**config.mk**
```make
export PLATFORM = sky130hd
export DESIGN_NAME = dc_motor_rk4_step_flat
export DESIGN_NICKNAME = d
export VERILOG_FILES = /design/src/dcrk_pkg.sv /design/src/dcrk_stream_if.sv /design/src/dc_motor_rk4_step.sv /design/src/dcrk_ucode_rom.sv /design/src/dcrk_alu.sv /design/src/flat_wrapper.sv
export SDC_FILE = /design/constraint.sdc
export NUM_CORES = 2
export LEC_CHECK = 0
export BUFFER_PORTS_ARGS = -buffer_cell sky130_fd_sc_hd__buf_2
export CAP_MARGIN = 20
export CORE_ASPECT_RATIO = 1.5
export CORE_MARGIN = 2
export CORE_UTILIZATION = 28
export CTS_CLUSTER_SIZE = 30
export DETAILED_ROUTE_END_ITERATION = 12
export MAX_ROUTING_LAYER = met4
export REMOVE_ABC_BUFFERS = 1
export SLEW_MARGIN = 10
export SYNTH_ARGS = -nofsm -noshare
export SYNTH_HDL_FRONTEND = slang
export SYNTH_SLANG_ARGS = --single-unit
```
**constraint.sdc**
```tcl
create_clock -name clk -period 14.25 [get_ports clk]
set_input_delay 2.1375 -clock clk [delete_from_list [all_inputs] [get_ports clk]]
set_output_delay 2.1375 -clock clk [all_outputs]
set_load 0.1 [all_outputs]
```
**src/dcrk_pkg.sv**
```systemverilog
// dcrk_pkg: shared constants, types and saturation helper for the dc motor rk4 step
// depends on nothing; imported by the microcode rom, the alu and the top level
package dcrk_pkg;

  // fixed point format of every word
  localparam int WORD_BITS      = 32;
  localparam int FRAC_BITS      = 16;
  localparam int TIME_STEP_BITS = 17;

  // operand width: a word or a zero-extended time step, plus a sign bit
  localparam int OPND_BITS = WORD_BITS + 1;
  localparam int PROD_BITS = 2 * OPND_BITS;
  localparam int WIDE_BITS = PROD_BITS - FRAC_BITS;

  // floor(h / 3) as (h * H3_RECIP) >> TIME_STEP_BITS, exact for every h below 2^17
  localparam int H3_BITS        = TIME_STEP_BITS - 1;
  localparam int H3_RECIP       = ((1 << TIME_STEP_BITS) + 2) / 3;
  localparam int H3_PROD_BITS   = TIME_STEP_BITS + H3_BITS;
  localparam int TIME_STEP_RST  = 66;

  // microprogram length
  localparam int UCODE_LEN = 31;
  localparam int PC_BITS   = $clog2(UCODE_LEN);

  // configuration register indexes
  localparam int CFG_IDX_BITS = 2;
  localparam logic [CFG_IDX_BITS-1:0] CFG_DAMPING   = 2'd0;
  localparam logic [CFG_IDX_BITS-1:0] CFG_DRIVE     = 2'd1;
  localparam logic [CFG_IDX_BITS-1:0] CFG_LOAD      = 2'd2;
  localparam logic [CFG_IDX_BITS-1:0] CFG_TIME_STEP = 2'd3;

  typedef logic signed [WORD_BITS-1:0] word_t;

  typedef enum logic [1:0] {
    ALU_ADD,
    ALU_SUB,
    ALU_MUL
  } alu_op_t;

  // operand sources
  typedef enum logic [4:0] {
    SRC_V, SRC_P, SRC_U, SRC_BU, SRC_K1, SRC_S2, SRC_K2, SRC_S3, SRC_K3,
    SRC_S4, SRC_K4, SRC_T, SRC_A, SRC_B, SRC_C, SRC_H, SRC_H2, SRC_H3, SRC_H6
  } src_t;

  // writable working registers
  typedef enum logic [3:0] {
    DST_V, DST_P, DST_BU, DST_K1, DST_S2, DST_K2, DST_S3, DST_K3, DST_S4,
    DST_K4, DST_T
  } dst_t;

  typedef enum logic {
    SEQ_NEXT,
    SEQ_DONE
  } seq_t;

  // one control word of the microprogram
  typedef struct packed {
    alu_op_t op;
    src_t    src_a;
    src_t    src_b;
    dst_t    dst;
    seq_t    seq;
  } ctrl_t;

  // saturated alu result
  typedef struct packed {
    word_t value;
    logic  sat;
  } alu_res_t;

  // payloads of the channels
  typedef struct packed {
    word_t drive_voltage;
  } in_req_t;

  typedef struct packed {
    word_t new_position;
    word_t new_velocity;
    logic  overflow;
  } out_req_t;

  typedef struct packed {
    logic [CFG_IDX_BITS-1:0] index;
    logic [WORD_BITS-1:0]    value;
  } cfg_req_t;

  // clamp a wide signed value to the word range and flag saturation
  function automatic alu_res_t clamp_wide(input logic signed [WIDE_BITS-1:0] v);
    alu_res_t r;
    logic [WIDE_BITS-WORD_BITS:0] upper;
    upper = v[WIDE_BITS-1:WORD_BITS-1];
    if ((&upper) || !(|upper)) begin
      r.value = v[WORD_BITS-1:0];
      r.sat   = 1'b0;
    end else begin
      r.value = v[WIDE_BITS-1] ? {1'b1, {(WORD_BITS-1){1'b0}}}
                               : {1'b0, {(WORD_BITS-1){1'b1}}};
      r.sat   = 1'b1;
    end
    return r;
  endfunction

endpackage

```
**src/dcrk_stream_if.sv**
```systemverilog
// dcrk_stream_if: valid/ready channel carrying one payload struct per request
// depends on nothing; payload type is given where the channel is instantiated
interface dcrk_stream_if #(
  parameter type payload_t = logic
) ();

  logic     valid;
  logic     ready;
  payload_t data;

  modport source (output valid, output data, input ready);
  modport sink   (input valid, input data, output ready);

endinterface

```
**src/dc_motor_rk4_step.sv**
```systemverilog
// Each request carries a drive voltage; the block advances the stored position and
// velocity by one fourth-order Runge-Kutta step of the dc motor model in signed
// Q16.16 and returns both with a saturation flag. Once a request is accepted, the
// 31-word microprogram issues one operation per cycle to the single shared multiply/add
// unit, but holds its final word while the output register is full; no new request
// is taken before it finishes. A finished result waits in the output register while
// the next request is already accepted and worked on. Configuration writes are taken
// in any cycle and must only be issued while no request is in progress.
module dc_motor_rk4_step import dcrk_pkg::*; (
  input  logic                  clk,
  input  logic                  rst_n,
  dcrk_stream_if.sink           in_ch,
  dcrk_stream_if.source         out_ch,
  dcrk_stream_if.sink           cfg_ch
);

  // configuration registers
  word_t                       damping_r, drive_r, load_r;
  logic [TIME_STEP_BITS-1:0]   h_r;
  logic [H3_BITS-1:0]          h3_r;
  logic [H3_PROD_BITS-1:0]     h3_prod;

  // state and working registers
  word_t pos_r, vel_r, u_r, bu_r, k1_r, s2_r, k2_r, s3_r, k3_r, s4_r, k4_r, t_r;

  // sequencer
  logic               busy_r;
  logic [PC_BITS-1:0] pc_r;
  logic               sat_r;
  logic               out_valid_r;
  out_req_t           out_data_r;

  ctrl_t                       ctrl;
  alu_res_t                    alu_res;
  logic signed [OPND_BITS-1:0] opnd_a, opnd_b;
  logic                        out_free;
  logic                        step_en;
  logic                        in_take;

  dcrk_ucode_rom u_rom (
    .pc   (pc_r),
    .ctrl (ctrl)
  );

  // operand selection
  function automatic logic signed [OPND_BITS-1:0] sx(input word_t w);
    return $signed({w[WORD_BITS-1], w});
  endfunction

  function automatic logic signed [OPND_BITS-1:0] zx_h(input logic [TIME_STEP_BITS-1:0] h);
    return $signed({{(OPND_BITS-TIME_STEP_BITS){1'b0}}, h});
  endfunction

  function automatic logic signed [OPND_BITS-1:0] pick(input src_t s);
    case (s)
      SRC_V:   return sx(vel_r);
      SRC_P:   return sx(pos_r);
      SRC_U:   return sx(u_r);
      SRC_BU:  return sx(bu_r);
      SRC_K1:  return sx(k1_r);
      SRC_S2:  return sx(s2_r);
      SRC_K2:  return sx(k2_r);
      SRC_S3:  return sx(s3_r);
      SRC_K3:  return sx(k3_r);
      SRC_S4:  return sx(s4_r);
      SRC_K4:  return sx(k4_r);
      SRC_T:   return sx(t_r);
      SRC_A:   return sx(damping_r);
      SRC_B:   return sx(drive_r);
      SRC_C:   return sx(load_r);
      SRC_H:   return zx_h(h_r);
      SRC_H2:  return zx_h({1'b0, h_r[TIME_STEP_BITS-1:1]});
      SRC_H3:  return zx_h({1'b0, h3_r});
      SRC_H6:  return zx_h({2'b00, h3_r[H3_BITS-1:1]});
      default: return '0;
    endcase
  endfunction

  // operands follow both the control word and the register contents
  always_comb begin
    opnd_a = pick(ctrl.src_a);
    opnd_b = pick(ctrl.src_b);
  end

  dcrk_alu u_alu (
    .op     (ctrl.op),
    .opnd_a (opnd_a),
    .opnd_b (opnd_b),
    .res    (alu_res)
  );

  // handshakes
  assign out_free     = !out_valid_r || out_ch.ready;
  assign step_en      = busy_r && ((ctrl.seq == SEQ_NEXT) || out_free);
  assign in_ch.ready  = !busy_r;
  assign in_take      = in_ch.valid && !busy_r;
  assign cfg_ch.ready = 1'b1;
  assign out_ch.valid = out_valid_r;
  assign out_ch.data  = out_data_r;

  // floor(h / 3) for a time step request
  assign h3_prod = {{H3_BITS{1'b0}}, cfg_ch.data.value[TIME_STEP_BITS-1:0]}
                 * H3_PROD_BITS'(H3_RECIP);

  // configuration writes
  always_ff @(posedge clk) begin
    if (!rst_n) begin
      damping_r <= '0;
      drive_r   <= '0;
      load_r    <= '0;
      h_r       <= TIME_STEP_BITS'(TIME_STEP_RST);
      h3_r      <= H3_BITS'(TIME_STEP_RST / 3);
    end else if (cfg_ch.valid) begin
      case (cfg_ch.data.index)
        CFG_DAMPING: damping_r <= cfg_ch.data.value;
        CFG_DRIVE:   drive_r   <= cfg_ch.data.value;
        CFG_LOAD:    load_r    <= cfg_ch.data.value;
        CFG_TIME_STEP: begin
          h_r  <= cfg_ch.data.value[TIME_STEP_BITS-1:0];
          h3_r <= h3_prod[H3_PROD_BITS-1:TIME_STEP_BITS];
        end
        default: ;
      endcase
    end
  end

  // sequencer and result register
  always_ff @(posedge clk) begin
    if (!rst_n) begin
      busy_r      <= 1'b0;
      pc_r        <= '0;
      sat_r       <= 1'b0;
      out_valid_r <= 1'b0;
    end else begin
      // a finished step loads the result, the sink empties it
      if (step_en && (ctrl.seq == SEQ_DONE)) begin
        out_valid_r <= 1'b1;
      end else if (out_ch.ready) begin
        out_valid_r <= 1'b0;
      end
      if (in_take) begin
        busy_r <= 1'b1;
        pc_r   <= '0;
        sat_r  <= 1'b0;
      end else if (step_en) begin
        sat_r <= sat_r | alu_res.sat;
        if (ctrl.seq == SEQ_DONE) begin
          busy_r <= 1'b0;
        end else begin
          pc_r <= pc_r + 1'b1;
        end
      end
    end
  end

  // result payload, loaded on the final step
  always_ff @(posedge clk) begin
    if (step_en && (ctrl.seq == SEQ_DONE)) begin
      out_data_r.new_position <= pos_r;
      out_data_r.new_velocity <= alu_res.value;
      out_data_r.overflow     <= sat_r | alu_res.sat;
    end
  end

  // plant state
  always_ff @(posedge clk) begin
    if (!rst_n) begin
      pos_r <= '0;
      vel_r <= '0;
    end else if (step_en) begin
      if (ctrl.dst == DST_P) pos_r <= alu_res.value;
      if (ctrl.dst == DST_V) vel_r <= alu_res.value;
    end
  end

  // working registers
  always_ff @(posedge clk) begin
    if (in_take) begin
      u_r <= in_ch.data.drive_voltage;
    end
    if (step_en) begin
      case (ctrl.dst)
        DST_BU:  bu_r <= alu_res.value;
        DST_K1:  k1_r <= alu_res.value;
        DST_S2:  s2_r <= alu_res.value;
        DST_K2:  k2_r <= alu_res.value;
        DST_S3:  s3_r <= alu_res.value;
        DST_K3:  k3_r <= alu_res.value;
        DST_S4:  s4_r <= alu_res.value;
        DST_K4:  k4_r <= alu_res.value;
        DST_T:   t_r  <= alu_res.value;
        default: ;
      endcase
    end
  end

  // program counter stays inside the microprogram while a request is in progress
  a_pc_range: assert property (@(posedge clk) disable iff (!rst_n)
    busy_r |-> (pc_r < PC_BITS'(UCODE_LEN)))
    else $error("microprogram counter out of range");

  // an accepted request starts at the first step
  a_start: assert property (@(posedge clk) disable iff (!rst_n)
    (in_ch.valid && in_ch.ready) |=> (busy_r && (pc_r == '0) && !sat_r))
    else $error("request did not start at step zero");

  // a result appears only when the final step completes
  a_result: assert property (@(posedge clk) disable iff (!rst_n)
    $fell(busy_r) |-> (out_valid_r && $past(ctrl.seq == SEQ_DONE)))
    else $error("sequencer finished without a result");

  // a new result never overwrites one that was not taken
  a_no_overwrite: assert property (@(posedge clk) disable iff (!rst_n)
    (out_valid_r && !out_ch.ready && busy_r && (ctrl.seq == SEQ_DONE)) |=> busy_r)
    else $error("result overwritten before it was taken");

endmodule

```
**src/dcrk_ucode_rom.sv**
```systemverilog
// dcrk_ucode_rom: read-only microprogram for one rk4 step, one control word per step
// depends on dcrk_pkg for the control word layout
module dcrk_ucode_rom import dcrk_pkg::*; (
  input  logic [PC_BITS-1:0] pc,
  output ctrl_t              ctrl
);

  function automatic ctrl_t uw(input alu_op_t op, input src_t a, input src_t b,
                               input dst_t d, input seq_t s);
    ctrl_t w;
    w.op    = op;
    w.src_a = a;
    w.src_b = b;
    w.dst   = d;
    w.seq   = s;
    return w;
  endfunction

  // k1..k4 velocity stages, then the weighted sums for position and velocity
  always_comb begin
    case (pc)
      5'd0:  ctrl = uw(ALU_MUL, SRC_B,  SRC_U,  DST_BU, SEQ_NEXT);
      5'd1:  ctrl = uw(ALU_MUL, SRC_A,  SRC_V,  DST_T,  SEQ_NEXT);
      5'd2:  ctrl = uw(ALU_SUB, SRC_BU, SRC_T,  DST_T,  SEQ_NEXT);
      5'd3:  ctrl = uw(ALU_SUB, SRC_T,  SRC_C,  DST_K1, SEQ_NEXT);
      5'd4:  ctrl = uw(ALU_MUL, SRC_H2, SRC_K1, DST_T,  SEQ_NEXT);
      5'd5:  ctrl = uw(ALU_ADD, SRC_V,  SRC_T,  DST_S2, SEQ_NEXT);
      5'd6:  ctrl = uw(ALU_MUL, SRC_A,  SRC_S2, DST_T,  SEQ_NEXT);
      5'd7:  ctrl = uw(ALU_SUB, SRC_BU, SRC_T,  DST_T,  SEQ_NEXT);
      5'd8:  ctrl = uw(ALU_SUB, SRC_T,  SRC_C,  DST_K2, SEQ_NEXT);
      5'd9:  ctrl = uw(ALU_MUL, SRC_H2, SRC_K2, DST_T,  SEQ_NEXT);
      5'd10: ctrl = uw(ALU_ADD, SRC_V,  SRC_T,  DST_S3, SEQ_NEXT);
      5'd11: ctrl = uw(ALU_MUL, SRC_A,  SRC_S3, DST_T,  SEQ_NEXT);
      5'd12: ctrl = uw(ALU_SUB, SRC_BU, SRC_T,  DST_T,  SEQ_NEXT);
      5'd13: ctrl = uw(ALU_SUB, SRC_T,  SRC_C,  DST_K3, SEQ_NEXT);
      5'd14: ctrl = uw(ALU_MUL, SRC_H,  SRC_K3, DST_T,  SEQ_NEXT);
      5'd15: ctrl = uw(ALU_ADD, SRC_V,  SRC_T,  DST_S4, SEQ_NEXT);
      5'd16: ctrl = uw(ALU_MUL, SRC_A,  SRC_S4, DST_T,  SEQ_NEXT);
      5'd17: ctrl = uw(ALU_SUB, SRC_BU, SRC_T,  DST_T,  SEQ_NEXT);
      5'd18: ctrl = uw(ALU_SUB, SRC_T,  SRC_C,  DST_K4, SEQ_NEXT);
      // position: p + h3*(s2 + s3) + h6*(v + s4)
      5'd19: ctrl = uw(ALU_ADD, SRC_S2, SRC_S3, DST_T,  SEQ_NEXT);
      5'd20: ctrl = uw(ALU_MUL, SRC_H3, SRC_T,  DST_T,  SEQ_NEXT);
      5'd21: ctrl = uw(ALU_ADD, SRC_P,  SRC_T,  DST_T,  SEQ_NEXT);
      5'd22: ctrl = uw(ALU_ADD, SRC_V,  SRC_S4, DST_S2, SEQ_NEXT);
      5'd23: ctrl = uw(ALU_MUL, SRC_H6, SRC_S2, DST_S2, SEQ_NEXT);
      5'd24: ctrl = uw(ALU_ADD, SRC_T,  SRC_S2, DST_P,  SEQ_NEXT);
      // velocity: v + h3*(k2 + k3) + h6*(k1 + k4)
      5'd25: ctrl = uw(ALU_ADD, SRC_K2, SRC_K3, DST_T,  SEQ_NEXT);
      5'd26: ctrl = uw(ALU_MUL, SRC_H3, SRC_T,  DST_T,  SEQ_NEXT);
      5'd27: ctrl = uw(ALU_ADD, SRC_V,  SRC_T,  DST_T,  SEQ_NEXT);
      5'd28: ctrl = uw(ALU_ADD, SRC_K1, SRC_K4, DST_K1, SEQ_NEXT);
      5'd29: ctrl = uw(ALU_MUL, SRC_H6, SRC_K1, DST_K1, SEQ_NEXT);
      5'd30: ctrl = uw(ALU_ADD, SRC_T,  SRC_K1, DST_V,  SEQ_DONE);
      default: ctrl = uw(ALU_ADD, SRC_T, SRC_T, DST_T, SEQ_DONE);
    endcase
  end

endmodule

```
**src/dcrk_alu.sv**
```systemverilog
// dcrk_alu: shared saturating add, subtract and fixed point multiply
// depends on dcrk_pkg for widths and the clamp helper
module dcrk_alu import dcrk_pkg::*; (
  input  alu_op_t                      op,
  input  logic signed [OPND_BITS-1:0]  opnd_a,
  input  logic signed [OPND_BITS-1:0]  opnd_b,
  output alu_res_t                     res
);

  logic signed [PROD_BITS-1:0] prod;
  logic signed [WIDE_BITS-1:0] a_ext;
  logic signed [WIDE_BITS-1:0] b_ext;
  logic signed [WIDE_BITS-1:0] wide;

  // full product, then drop the fraction bits (floor)
  assign prod  = opnd_a * opnd_b;
  assign a_ext = $signed({{(WIDE_BITS-OPND_BITS){opnd_a[OPND_BITS-1]}}, opnd_a});
  assign b_ext = $signed({{(WIDE_BITS-OPND_BITS){opnd_b[OPND_BITS-1]}}, opnd_b});

  always_comb begin
    case (op)
      ALU_MUL: wide = $signed(prod[PROD_BITS-1:FRAC_BITS]);
      ALU_SUB: wide = a_ext - b_ext;
      default: wide = a_ext + b_ext;
    endcase
  end

  // saturate to the word range
  assign res = clamp_wide(wide);

endmodule

```
**src/flat_wrapper.sv**
```systemverilog
// flat-port wrapper written by rule: the top's interface ports become plain ports
module dc_motor_rk4_step_flat import dcrk_pkg::*;
  (clk, rst_n, in_ch_valid, in_ch_data, in_ch_ready, out_ch_valid, out_ch_data, out_ch_ready, cfg_ch_valid, cfg_ch_data, cfg_ch_ready);
  dcrk_stream_if #(.payload_t(in_req_t)) in_ch_i ();
  dcrk_stream_if #(.payload_t(out_req_t)) out_ch_i ();
  dcrk_stream_if #(.payload_t(cfg_req_t)) cfg_ch_i ();
  input  logic clk;
  input  logic rst_n;
  input wire logic [$bits(in_ch_i.valid)-1:0] in_ch_valid;
  input wire logic [$bits(in_ch_i.data)-1:0] in_ch_data;
  output wire logic [$bits(in_ch_i.ready)-1:0] in_ch_ready;
  output wire logic [$bits(out_ch_i.valid)-1:0] out_ch_valid;
  output wire logic [$bits(out_ch_i.data)-1:0] out_ch_data;
  input wire logic [$bits(out_ch_i.ready)-1:0] out_ch_ready;
  input wire logic [$bits(cfg_ch_i.valid)-1:0] cfg_ch_valid;
  input wire logic [$bits(cfg_ch_i.data)-1:0] cfg_ch_data;
  output wire logic [$bits(cfg_ch_i.ready)-1:0] cfg_ch_ready;
  assign in_ch_i.valid = in_ch_valid;
  assign in_ch_i.data = in_ch_data;
  assign in_ch_ready = in_ch_i.ready;
  assign out_ch_valid = out_ch_i.valid;
  assign out_ch_data = out_ch_i.data;
  assign out_ch_i.ready = out_ch_ready;
  assign cfg_ch_i.valid = cfg_ch_valid;
  assign cfg_ch_i.data = cfg_ch_data;
  assign cfg_ch_ready = cfg_ch_i.ready;
  dc_motor_rk4_step u_core (.clk(clk), .rst_n(rst_n), .in_ch(in_ch_i), .out_ch(out_ch_i), .cfg_ch(cfg_ch_i));
endmodule
```
# [Yosys cells after proc, flatten, opt, wreduce, memory -nomap -nowiden]
# Memory sizes are Yosys's and may differ from the RTL's. A register that Yosys moved wholly into a read port is not among the register bits.
# Cells that the tools add are included.
[totals] wordCells=132 out_inout_bits=68 mem_bits_ro=512 input_bits=71 regBits=586 mem_count=1
[memory_table] memory="(name not given)" words=32 width=16 read_ports=1 rd_ports_with_merged_regs=1 write_ports=0 line="dcrk_ucode_rom.sv:21" rtl="case (pc)"
[op_classes] n_reduce_logical=36 n_mux=12 add_sub_neg=3 multipliers=2 bitwise_logic=3 eq_ne=51
[op_table] cell="$pmux W33 S19" n=2
[op_table] cell="$pmux W50 S2" n=1
[op_table] cell="$eq A5 B4 Y1 const B" n=16
[op_table] cell="$mul A33 B33 Y66" n=1
[op_table] cell="$eq A5 B3 Y1 const B" n=8
[op_table] cell="$add A33 B33 Y34" n=1
[op_table] cell="$reduce_and A2 Y1" n=17
[op_table] cell="$sub A33 B33 Y34" n=1
[op_table] cell="$mul A17 B16 Y33 const B" n=1
[op_table] cell="$mux W33" n=1
[op_table] cell="$mux W32" n=1
[op_table] cell="$eq A5 B5 Y1 const B" n=6
[op_table] cell="$eq A5 B2 Y1 const B" n=4
[op_table] cell="$reduce_and A19 Y1" n=1
[op_table] cell="$reduce_or A19 Y1" n=1
[op_table] cell="$eq A4 B3 Y1 const B" n=4
[op_table] cell="$eq A4 B4 Y1 const B" n=3
[op_table] cell="$eq A5 B1 Y1 const B" n=2
[op_table] cell="$logic_not A5 Y1" n=2
[op_table] cell="$mux W5" n=2
[op_table] cell="$eq A4 B2 Y1 const B" n=2
[op_table] cell="$eq A2 B2 Y1 const B" n=3
[op_table] cell="$reduce_bool A2 Y1" n=3
[op_table] cell="$add A5 B1 Y5 const B" n=1
[op_table] cell="other kinds (11)" n=23

# [Longest topological paths before layout]
[depth] ltp_word=9 mapped_depth=47 depth_no_buf=39

# [Modules after synthesis]
# Synthesis repeated with hierarchy kept, for this count alone.
[unflattened] hier_cells=7871 hier_area_um2=74331.3
[modules_own_cells] mod="dcrk_alu" instances=1 cells_per_inst=4994 seq_area_each_um2=0.0 area_per_inst_um2=43588.1
[modules_own_cells] mod="dc_motor_rk4_step" instances=1 cells_per_inst=2750 seq_area_each_um2=15584.9 area_per_inst_um2=29854.9
[modules_own_cells] mod="dcrk_ucode_rom" instances=1 cells_per_inst=127 seq_area_each_um2=0.0 area_per_inst_um2=888.4

# [Worst setup path after synthesis]
# Ideal clock, no wire load.
[synth_timing] path_type="register to register" start="register u_core.u_rom.ctrl[12] (netlist name)" end="register u_core.bu_r[1], data pin" stages_incl_launch_ff=43 path_buffers=7 path_slack_ns=2.447 arrival_time_ns=11.550 required_ns=13.997 setup_ns=0.253 synth_period_minus_slack_ns=11.803 path_cell_list="dfxtp_1 -> or3b_2 -> clkbuf_1 -> nor3_1 -> clkbuf_1 -> buf_1 -> a22oi_1 -> nand2_1 -> and4b_1 -> clkbuf_1 -> inv_1 -> clkbuf_1 -> nand2_1 -> fa_1 -> inv_1 -> fa_1 -> fa_1 -> inv_1 -> [... 7 more ...] -> inv_1 -> ha_1 -> clkbuf_1 -> nand2_1 -> o21a_1 -> a21boi_0 -> o21a_1 -> o21ai_0 -> or3_1 -> o21ai_0 -> xor2_1 -> o21ai_0 -> a2111o_1 -> a211oi_2 -> nand3_2 -> buf_2 -> nand2_1 -> mux2i_1"
[synth_rtl] item="to (signal assigned)" line="dc_motor_rk4_step.sv:183" rtl="DST_BU: bu_r <= alu_res.value;"
[synth_rtl] item="to (decl)" line="dc_motor_rk4_step.sv:24" rtl="word_t pos_r, vel_r, u_r, bu_r, k1_r, s2_r, k2_r, s3_r, k3_r, s4_r, k4_r, t_r;"

==> parameters.txt <==
Parameter                              Value

Outcome
  Outcome    completed

Hold path
  Class of the tightest hold or removal check    reg2reg

STA
  Final count of hold timing violations    0
  Highest attainable clock frequency    0.07354 GHz
  Endpoints failing setup    0
  Setup Skew    34.06 ps
  Slew of the pin with the lowest slew margin    about 1200 ps
  RSZ-0062 raised after global routing    no
  Final TNS setup    0 ps
  Fin. max-slew vios    0
  Final worst-path cycle share    a little over nine tenths
  Time the worst path needs with I/O delays and setup    roughly 14,000 ps
  Max_slew headroom    roughly 17%

Finish
  Commonest non-fill, non-tap cell in the layout    sky130_fd_sc_hd__inv_1
  Area added between synthesis and finish    12.18%
  Final core area utilization    between 30% and 40%
  Most used cells in the layout excluding fill and tap cells    sky130_fd_sc_hd__inv_1, sky130_fd_sc_hd__fa_1, sky130_fd_sc_hd__nand2_1, sky130_fd_sc_hd__nor2_1, sky130_fd_sc_hd__ha_1
  Filler Cells Inserted    about 27,000
  Total Nets Final    approximately 9,600
  Largest register FFs    65
  Number of cells in the finished layout apart from fillers    11,380
  Share of final-layout standard cells stronger than drive strength 1    about a tenth

Worst setup path
  Largest stage delay, worst path    roughly 860 ps
  Largest fanout of any net on the critical path    25
  Highest-delay cell along the critical path    sky130_fd_sc_hd__fa_1
  Critical path class    reg2reg
  CP endpoint kind    flop
  Startpoint kind of the worst setup timing path    flop
  Critical path data required time    about 15,000 ps
  Data arrival time at the worst-slack endpoint    approximately 14,000 ps

Clock network
  Clock Tree Buf Depth    3
  Worst-Skew Late Latency    ~650 ps
  Clock transition time at the flip-flop clock pins of the worst setup and hold paths    70 ps
  H-Tree Depth    2
  CTS Buf Count    50
  Post-cts repair resize count    0
  Total of hold buffers inserted after clock tree synthesis    0
  Clock tree from TritonCTS    done
  Number of buffers inserted by post-CTS setup repair    0
  Root cell of the clock tree    sky130_fd_sc_hd__clkbuf_16
  Clk sinks    roughly 600

GRT
  Global routing usage on met2    between 40% and 50%
  Maximum number of pins on one net before global-route repair    81
  GR Util met1    between 20% and 30%
  Busiest metal layer after global routing    met2
  Total global routing track utilization    between 20 and 30%
  Global-route wire length before repair    464.3 mm
  Remaining global-route overflow    0
  Via count of the first global-routing pass    65,580
  Antenna violations before repair    11
  Grt met3 use    under 10%

Power and ir drop
  Total power density per cell area    between 200 and 250 nW/um^2
  Total power    ~20,000 uW
  Leakage power of the design    ~0.036 uW
  Maximum vdd drop    296.0 uV

Drt
  DRC violation count after routing    0
  Length of the first detailed-routing pass in iterations    9
  Per-cell routed wire length    about 29 um
  Vias per std cell    ~5.4
  Remaining number of nets flagged by the antenna check after routing    0
  DR iter-0 viols    6,586
  Final Routed Wirelength    326.3 mm
  Vias after detailed routing    61,380

Place
  Count of input and output buffers    137
  Estimated wirelength of the detail-placed design    257.7 mm
  Cells after DPL    around 11,000
  Final weighted congestion of routability-driven global placement    a little over 1

Die
  # IOs    about 140
  Initial standard-cell utilization of the core    between 20% and 30%
  Vert. Die Dim    roughly 630 um
  Core region area    ~260,000 sq um
  Number of cell rows    roughly 230
  Area enclosed by the die boundary    between 200,000 and 300,000 sq um
  Horiz. Die Dim    between 400 and 500 um

Synthesis
  Synth cell types    94
  Post-synth EDFFs    between 300 and 400
  Leading register cell type out of synthesis    sky130_fd_sc_hd__edfxtp_1
  Warning count from the yosys run    0
  Synth Cell Area    a little over 70,000 sq um
  Avg Cell Area, Syn    roughly 9.4 sq um
  Synth async-reset ratio    0%
  Post-Syn Instances    slightly below 8,000
  Total of flip-flops plus latches after synthesis    around 600
  Portion of the post-synthesis area used by sequential elements    between 20% and 30%

Job
  Count of maximum capacitance violations    0
[cell type report]
cell class	instances	area (sq um)	area share [%]
multi-input combinational	5274	50010	61.42
sequential	602	15910	19.53
inverter	1404	5273	6.475
tap	3450	4317	5.301
timing repair buffer	551	4220	5.183
clock buffer	61	1386	1.702
clock inverter	32	300.3	0.3688
antenna	6	15.01	0.01844
[path summary, 6_finish.rpt]
check	startpoint	slack (ps)	to	depth (start not counted)
setup reg to reg	u_core.u_rom.ctrl[13]	650	u_core.k1_r[25]	41
hold reg to reg	u_core.vel_r[18]	470	u_core.vel_r[18]	2
setup / recovery	u_core.u_rom.ctrl[13]	650	u_core.k1_r[25]	41
hold / removal	u_core.vel_r[18]	470	u_core.vel_r[18]	2
[worst max-delay path: cells and delay by family, from the launching register on]
family                     cells  cell delay (ps)
DFF                            1              650
buffers and inverters         17             3080
muxes                          1              130
adders and majority gates      9             5010
and+or+nand+nor                9             3030
AOI/OAI and AO/OA              5             1350
[routing by layer]
layer	up-vias	part of all wire, %
met5	-	0
met4	0	9.3
met3	1230	7.0
met2	3367	50
met1	31370	33
li1	25410	-
[synth_stat cells, types with 26 or more instances]
| cell | instances | area share (%) |
|---|---|---|
| sky130_fd_sc_hd__inv_1 | 1387 | 7.2 |
| sky130_fd_sc_hd__a22o_1 | 65 | 0.78 |
| sky130_fd_sc_hd__buf_1 | 41 | 0.21 |
| sky130_fd_sc_hd__ha_1 | 418 | 7.2 |
| sky130_fd_sc_hd__nand3_1 | 68 | 0.47 |
| sky130_fd_sc_hd__a21oi_1 | 229 | 1.6 |
| sky130_fd_sc_hd__edfxtp_1 | 385 | 16 |
| sky130_fd_sc_hd__a222oi_1 | 34 | 0.47 |
| sky130_fd_sc_hd__and3_1 | 41 | 0.35 |
| sky130_fd_sc_hd__o21ai_0 | 164 | 1.1 |
| sky130_fd_sc_hd__a211oi_1 | 31 | 0.32 |
| sky130_fd_sc_hd__and2_1 | 99 | 0.85 |
| sky130_fd_sc_hd__clkbuf_1 | 388 | 2.0 |
| sky130_fd_sc_hd__nor2b_1 | 45 | 0.39 |
| sky130_fd_sc_hd__dfxtp_1 | 217 | 6.0 |
| sky130_fd_sc_hd__a22oi_1 | 299 | 3.1 |
| sky130_fd_sc_hd__a221oi_1 | 89 | 1.1 |
| sky130_fd_sc_hd__nand2b_1 | 29 | 0.25 |
| sky130_fd_sc_hd__a21o_1 | 76 | 0.79 |
| sky130_fd_sc_hd__nor3_1 | 52 | 0.36 |
| sky130_fd_sc_hd__nor2_1 | 502 | 2.6 |
| sky130_fd_sc_hd__nand4_1 | 77 | 0.66 |
| sky130_fd_sc_hd__fa_1 | 1212 | 33 |
| sky130_fd_sc_hd__o21bai_1 | 26 | 0.27 |
| sky130_fd_sc_hd__o21ai_1 | 35 | 0.24 |
| sky130_fd_sc_hd__a21boi_0 | 121 | 1.3 |
| sky130_fd_sc_hd__nand2_1 | 1128 | 5.8 |
| sky130_fd_sc_hd__xnor2_1 | 53 | 0.64 |
[stage by stage]
step | area, sq um | hold slack (ps) | setup slack [ps]
after global placement | 79680 | 453.2 | 961.7
after CTS | 81390 | 466.5 | 844.1
after detailed placement | 79700 | 456.6 | 950.2
final | 81430 | 468.8 | 652.2
after global routing | 81420 | 485.9 | 364.8
after floorplan | 70840 | 428.0 | 133.5
[report_power, final]
part / internal, uW / switching (uW) / total (uW) / leakage (uW)
sequential: 3620 / 98.2 / 3710 / 0.00533
clock: 761 / 710 / 1470 / 0.000823
combinational: 5220 / 9720 / 14900 / 0.0301
total: 9590 / 10500 / 20100 / 0.0362
[logic make-up (layout without fill, tap and decap cells)]
kind of cell | count (synthesis) | count (layout) | share of synthesized area, %
AO/OA/AOI/OAI | 1372 | 1372 | 13.38
XOR/XNOR | 77 | 77 | 0.9291
flip-flops | 602 | 602 | 21.91
other | 1 | 7 | 0.005166
AND/OR/NAND/NOR | 2173 | 2173 | 13.17
buffers and inverters | 1855 | 2048 | 9.668
multiplexers | 21 | 21 | 0.3103
adder cells (fa/ha/maj) | 1630 | 1630 | 40.63
(Power assumes the default switching activity.)
